--- src/hw/rtl/sacr_pkg.sv ---
`timescale 1ns / 1ps
// ----------------------------------------------------------------------------
// sacr_pkg
// Types, constants and helpers shared by the cache replacement engine.
// ----------------------------------------------------------------------------
package sacr_pkg;

    localparam int NUM_SETS   = 256;
    localparam int WAYS       = 4;
    localparam int LINE_BYTES = 32;
    localparam int ADDR_BITS  = 32;

    localparam int SET_W = $clog2(NUM_SETS);
    localparam int WAY_W = $clog2(WAYS);
    localparam int OFF_W = $clog2(LINE_BYTES);
    localparam int TAG_W = ADDR_BITS - OFF_W;
    localparam int ID_W  = 10;

    typedef logic [1:0] t_action;
    localparam t_action ACT_LOOKUP  = 2'd0;
    localparam t_action ACT_REPLACE = 2'd1;
    localparam t_action ACT_FLAGS   = 2'd2;

    typedef logic [WAYS-1:0][WAY_W-1:0] t_order;

    // one set: per-way tag and flags, plus recency order (slot 0 newest)
    typedef struct packed {
        logic [WAYS-1:0][TAG_W-1:0] tag;
        logic [WAYS-1:0]            valid;
        logic [WAYS-1:0]            locked;
        t_order                     order;
    } t_row;

    typedef struct packed {
        logic             hit;
        logic             found;
        logic [ID_W-1:0]  line_id;
        logic             victim_valid;
        logic [26:0]      victim_line_address;
    } t_result;

    function automatic t_row reset_row();
        t_row r;
        r = '0;
        for (int k = 0; k < WAYS; k++) begin
            r.order[k] = WAY_W'(k);
        end
        return r;
    endfunction

    // move the way in slot to slot 0, shifting younger ones down
    function automatic t_order to_front(input t_order o, input logic [WAY_W-1:0] slot);
        t_order n;
        n = o;
        for (int s = 1; s < WAYS; s++) begin
            if (WAY_W'(s) <= slot) begin
                n[s] = o[s-1];
            end
        end
        n[0] = o[slot];
        return n;
    endfunction

endpackage

--- src/hw/rtl/sacr_pick.sv ---
`timescale 1ns / 1ps
// ----------------------------------------------------------------------------
// sacr_pick
// Hit search, victim choice and row update for one set.
// ----------------------------------------------------------------------------
module sacr_pick (
    input  sacr_pkg::t_row             i_row,
    input  logic [sacr_pkg::TAG_W-1:0] i_tag,
    input  sacr_pkg::t_action          i_action,
    input  logic                       i_ignore_locked,
    input  logic                       i_new_valid,
    input  logic                       i_new_locked,
    input  logic                       i_mode,
    output sacr_pkg::t_result          o_res,
    output sacr_pkg::t_row             o_row,
    output logic                       o_we
);
    import sacr_pkg::*;

    logic [WAY_W-1:0] hs, first, next, pick, w, pw;
    logic             have_hit, have_first, have_next, take;
    logic [SET_W-1:0] set_idx;

    assign set_idx = i_tag[SET_W-1:0];

    always_comb begin
        hs = '0; have_hit = 1'b0;
        first = '0; next = '0; have_first = 1'b0; have_next = 1'b0;
        pick = '0; take = 1'b0; w = '0; pw = '0;
        o_res = '0;
        o_row = i_row;
        o_we  = 1'b0;

        for (int s = 0; s < WAYS; s++) begin
            w = i_row.order[s];
            if (!have_hit && i_row.valid[w] && i_row.tag[w] == i_tag) begin
                have_hit = 1'b1;
                hs = WAY_W'(s);
            end
        end

        // scan oldest to newest
        for (int s = WAYS - 1; s >= 0; s--) begin
            w = i_row.order[s];
            if (!i_row.valid[w]) begin
                first = WAY_W'(s); have_first = 1'b1;
                next  = WAY_W'(s); have_next  = 1'b1;
            end else if (!have_first && !i_row.locked[w]) begin
                first = WAY_W'(s); have_first = 1'b1;
            end else if (!have_next && !i_row.locked[w]) begin
                next = WAY_W'(s); have_next = 1'b1;
            end
        end
        if (i_mode && have_next) begin
            first = next; have_first = 1'b1;
        end
        if (have_first) begin
            pick = first; take = 1'b1;
        end else if (i_ignore_locked) begin
            pick = WAY_W'(WAYS - 1); take = 1'b1;
        end

        if (have_hit && (i_action == ACT_LOOKUP || i_action == ACT_REPLACE
                         || i_action == ACT_FLAGS)) begin
            pw = i_row.order[hs];
            o_res.hit     = 1'b1;
            o_res.found   = 1'b1;
            o_res.line_id = ID_W'({set_idx, pw});
            if (i_action == ACT_LOOKUP) begin
                o_row.order = to_front(i_row.order, hs);
                o_we = 1'b1;
            end else if (i_action == ACT_FLAGS) begin
                o_row.valid[pw]  = i_new_valid;
                o_row.locked[pw] = i_new_locked;
                o_we = 1'b1;
            end
        end else if (i_action == ACT_REPLACE && take) begin
            pw = i_row.order[pick];
            o_res.found   = 1'b1;
            o_res.line_id = ID_W'({set_idx, pw});
            if (i_row.valid[pw]) begin
                o_res.victim_valid        = 1'b1;
                o_res.victim_line_address = 27'(i_row.tag[pw]);
            end
            o_row.tag[pw]    = i_tag;
            o_row.valid[pw]  = 1'b1;
            o_row.locked[pw] = i_new_locked;
            o_row.order      = to_front(i_row.order, pick);
            o_we = 1'b1;
        end
    end

endmodule

--- config.mk ---
export PLATFORM = sky130hd
export DESIGN_NAME = sacr_pick
export DESIGN_NICKNAME = d
export VERILOG_FILES = /design/src/hw/rtl/sacr_pkg.sv /design/src/hw/rtl/sacr_pick.sv
export SDC_FILE = /design/constraint.sdc
export NUM_CORES = 1
export LEC_CHECK = 0
export BUFFER_PORTS_ARGS = -buffer_cell sky130_fd_sc_hd__buf_2
export CAP_MARGIN = 20
export CELL_PAD_IN_SITES_DETAIL_PLACEMENT = 0
export CELL_PAD_IN_SITES_GLOBAL_PLACEMENT = 1
export CORE_MARGIN = 5
export CORE_UTILIZATION = 39
export DETAILED_ROUTE_END_ITERATION = 8
export MAX_ROUTING_LAYER = met4
export PLACE_DENSITY = 0.87
export SLEW_MARGIN = 10
export SYNTH_ARGS = -nofsm -noshare
export SYNTH_HDL_FRONTEND = slang
export SYNTH_SLANG_ARGS = --single-unit
--- constraint.sdc ---
create_clock -name vclk -period 4.2
set_input_delay 0 -clock vclk [all_inputs]
set_output_delay 0 -clock vclk [all_outputs]
set_load 0.01 [all_outputs]
==> summary.txt <==
Outcome
  – Status: complete, no violations

Min path
  – Worst hold path depth: 3
  – Hold Crit Start: i_action[0]
  – Hold Path Class: in2out
  – Min-Delay Endpoint: o_we

Worst setup path
  – Worst Path Required: 4.20 ns
  – Crit path DAT: 4.05 ns
  – Crit path kind: in2out
  – CP startpoint kind: input pin
  – Crit. End Element: primary output
  – Crit. Startpoint: i_row[0]
  – CP max FO: 10

Cells and area
  – Layout area overhead: 28.01%
  – Final instance count without filler cells: 1482
  – Util after Layout: 50.84%
  – Clkbuf count: 0
  – FF+latch count: 0
  – Fin nets: 1363
  – Share of layout cells above drive strength 1: 54.32%
  – Seq. cell area: 0 sq um

Global route
  – Met3 usage: 6.001%
  – Most used routing layer: met2
  – Initial antenna violation count: 3
  – First-pass GRT wire length: 62.37 mm
  – Largest net degree at the start of global routing: 30
  – Gr usage total: 34.20%
  – M1 GR Usage: 44.08%
  – Met2 global-route usage: 54.95%
  – Vias in the first global route: 9706
  – Grt ovf: 0

Placement
  – Post-DP HPWL: 34.96 mm
  – I/O Buffers: 322
  – Routability cong.: 1.024
  – Dpl cells: 1479

STA
  – Final critical-path share of the clock period: 96.33%
  – Final setup violation count: 0
  – Fmax: 247.2 MHz
  – Post-layout min period: 4.046 ns
  – Slew Limit Fails: 0
  – Worst-Margin Slew: 0.7642 ns
  – RSZ-0062 raised after global routing: false
  – Final Hold Vio Count: 0
  – Setup TNS: 0 ns
  – Slew margin rel.: 47.73%

Synth
  – Distinct cells, synth: 79
  – Instance count of the mapped netlist: 886
  – Post-Syn Area: 8374 sq um
  – Register area share after synthesis: 0%
  – Syn Nets: 1043
  – Yosys warnings: 0
  – Mapped Avg Cell Area: 9.452 sq um

Route
  – Vias/cell: 6.536
  – DRC: 0
  – Antenna viol nets, final: 0
  – Vias after detailed routing: 9687
  – DR iter-0 viols: 1025
  – Final wirelength: 42.78 mm
  – DR pass1 iterations: 5
  – Drt wl/cell: 28.87 um

Floorplan
  – Die Y: 156.5 um
  – Initial core utilization: 39.71%
  – Core box area: 21090 sq um
  – Die area: 24500 sq um
  – Chip width: 156.5 um
  – # IOs: 322
  – Placement Rows: 53

Power
  – Max VDD drop: 0.06811 mV
  – Power Total: 1.670 mW
  – Leakage: 4.583 nW
  – Power density over the cells: 155.8 nW/um^2

Clock tree
  – Cts hold-fix bufs: 0
  – Post-CTS Setup Bufs: 0

Flow run
  – MaxCap Viol Count: 0
==> power by group <==
group	switching, mW	internal [mW]	leakage, nW
clock network	0	0.0000000866	0.0000194
logic	0.918	0.752	4.58
registers	0	0	0
==> critical path: stages <==
cell and delay, ns:
buf_2 0.33, buf_12 0.20, mux4_2 0.51, xnor2_1 0.33, nand4_1 0.17, a2111oi_0 0.71
and3_1 0.30, a41oi_1 0.09, a31oi_2 0.36, buf_4 0.22, or4_1 0.14, o32a_1 0.20
mux2_2 0.34, buf_2 0.14
==> through the flow <==
| stage | instance area (sq um) | hold slack [ns] | setup slack, ns |
|---|---|---|---|
| final | 10720 | 0.3491 | 0.1541 |
| after CTS | 10700 | 0.3443 | 0.06541 |
| after global placement | 10700 | 0.3283 | 0.1027 |
| after detailed placement | 10700 | 0.3418 | 0.08173 |
| after global routing | 10720 | 0.3621 | 0.006174 |
| after floorplan | 8374 | 0.09311 | 0.8424 |
==> timing repair <==
item	4_1_cts	5_1_grt
hold endpoints to repair	0	0
setup endpoints to repair	0	29
resized for setup	0	3
==> synthesized netlist by cell type, types with 15 or more instances <==
cell      number  area [sq um]
mux4_2        96          2162
mux2_2       124          1396
o21ai_0       18         90.09
xor2_1        15         131.4
inv_1         15         56.30
mux2i_1       90         900.9
nand2_1       37         138.9
and2_1        15         93.84
nand4_1       27         168.9
and3_1        34         212.7
nor2_1        20         75.07
buf_2         25         125.1
o22ai_1       15         93.84
xnor2_1       81         709.4
clkbuf_1      41         153.9
==> kinds of logic after synthesis <==
kind of cell / Yosys count / share of synthesized area (%)
AOI/OAI and AO/OA: 129 / 11.65
buffers and inverters: 107 / 6.589
adders and majority gates: 1 / 0.1195
and+or+nand+nor: 232 / 15.91
xor gates and xnor gates: 97 / 10.23
muxes: 320 / 55.49
==> per-layer routing <==
metal | wire [um] | part of all wire, %
met5 | 0 | 0
met4 | 1565 | 3.7
met3 | 3886 | 9.1
met2 | 20550 | 48
met1 | 16780 | 39
==> worst max-delay path by stage <==
stage / slack [ns] / end
finish: 0.15 / o_row[6]
detailed placement: 0.08 / o_row[75]
floorplan: 0.84 / o_row[8]
global route: 0.006 / o_row[6]
global placement: 0.10 / o_row[11]
CTS: 0.07 / o_row[75]
==> cell type report <==
cell class | instances | area [sq um]
antenna | 3 | 7.507
fill | 2063 | 10370
inverter | 17 | 63.81
multi-input combinational | 779 | 7883
tap | 275 | 344.1
timing repair buffer | 408 | 2422
==> cells in the final DEF, fill, tap and decap left out, types with 7 or more instances in the layout <==
cell type  netlist  routed
xnor2_1         81      81
nor2b_1         12      12
o22ai_1         15      15
nand4_1         27      27
or2_2           11      11
o21ai_0         18      18
a21oi_1         11      11
nand3_1         11      11
inv_1           15      15
mux2_2         124     124
and3_1          34      34
nor4_1          13      12
buf_4            8      73
o2bb2ai_1        7       7
xor2_1          15      15
nor2_1          20      19
buf_2           25     321
buf_12           2      13
mux4_2          96      96
nand2_1         37      37
a22oi_1          7       7
nor3_1          14      14
or4_1            7       7
nand2b_1         8       8
and2_1          15      15
mux2i_1         90      88
and4_1           8       8
Note: power is estimated with default switching activity, not from simulation.
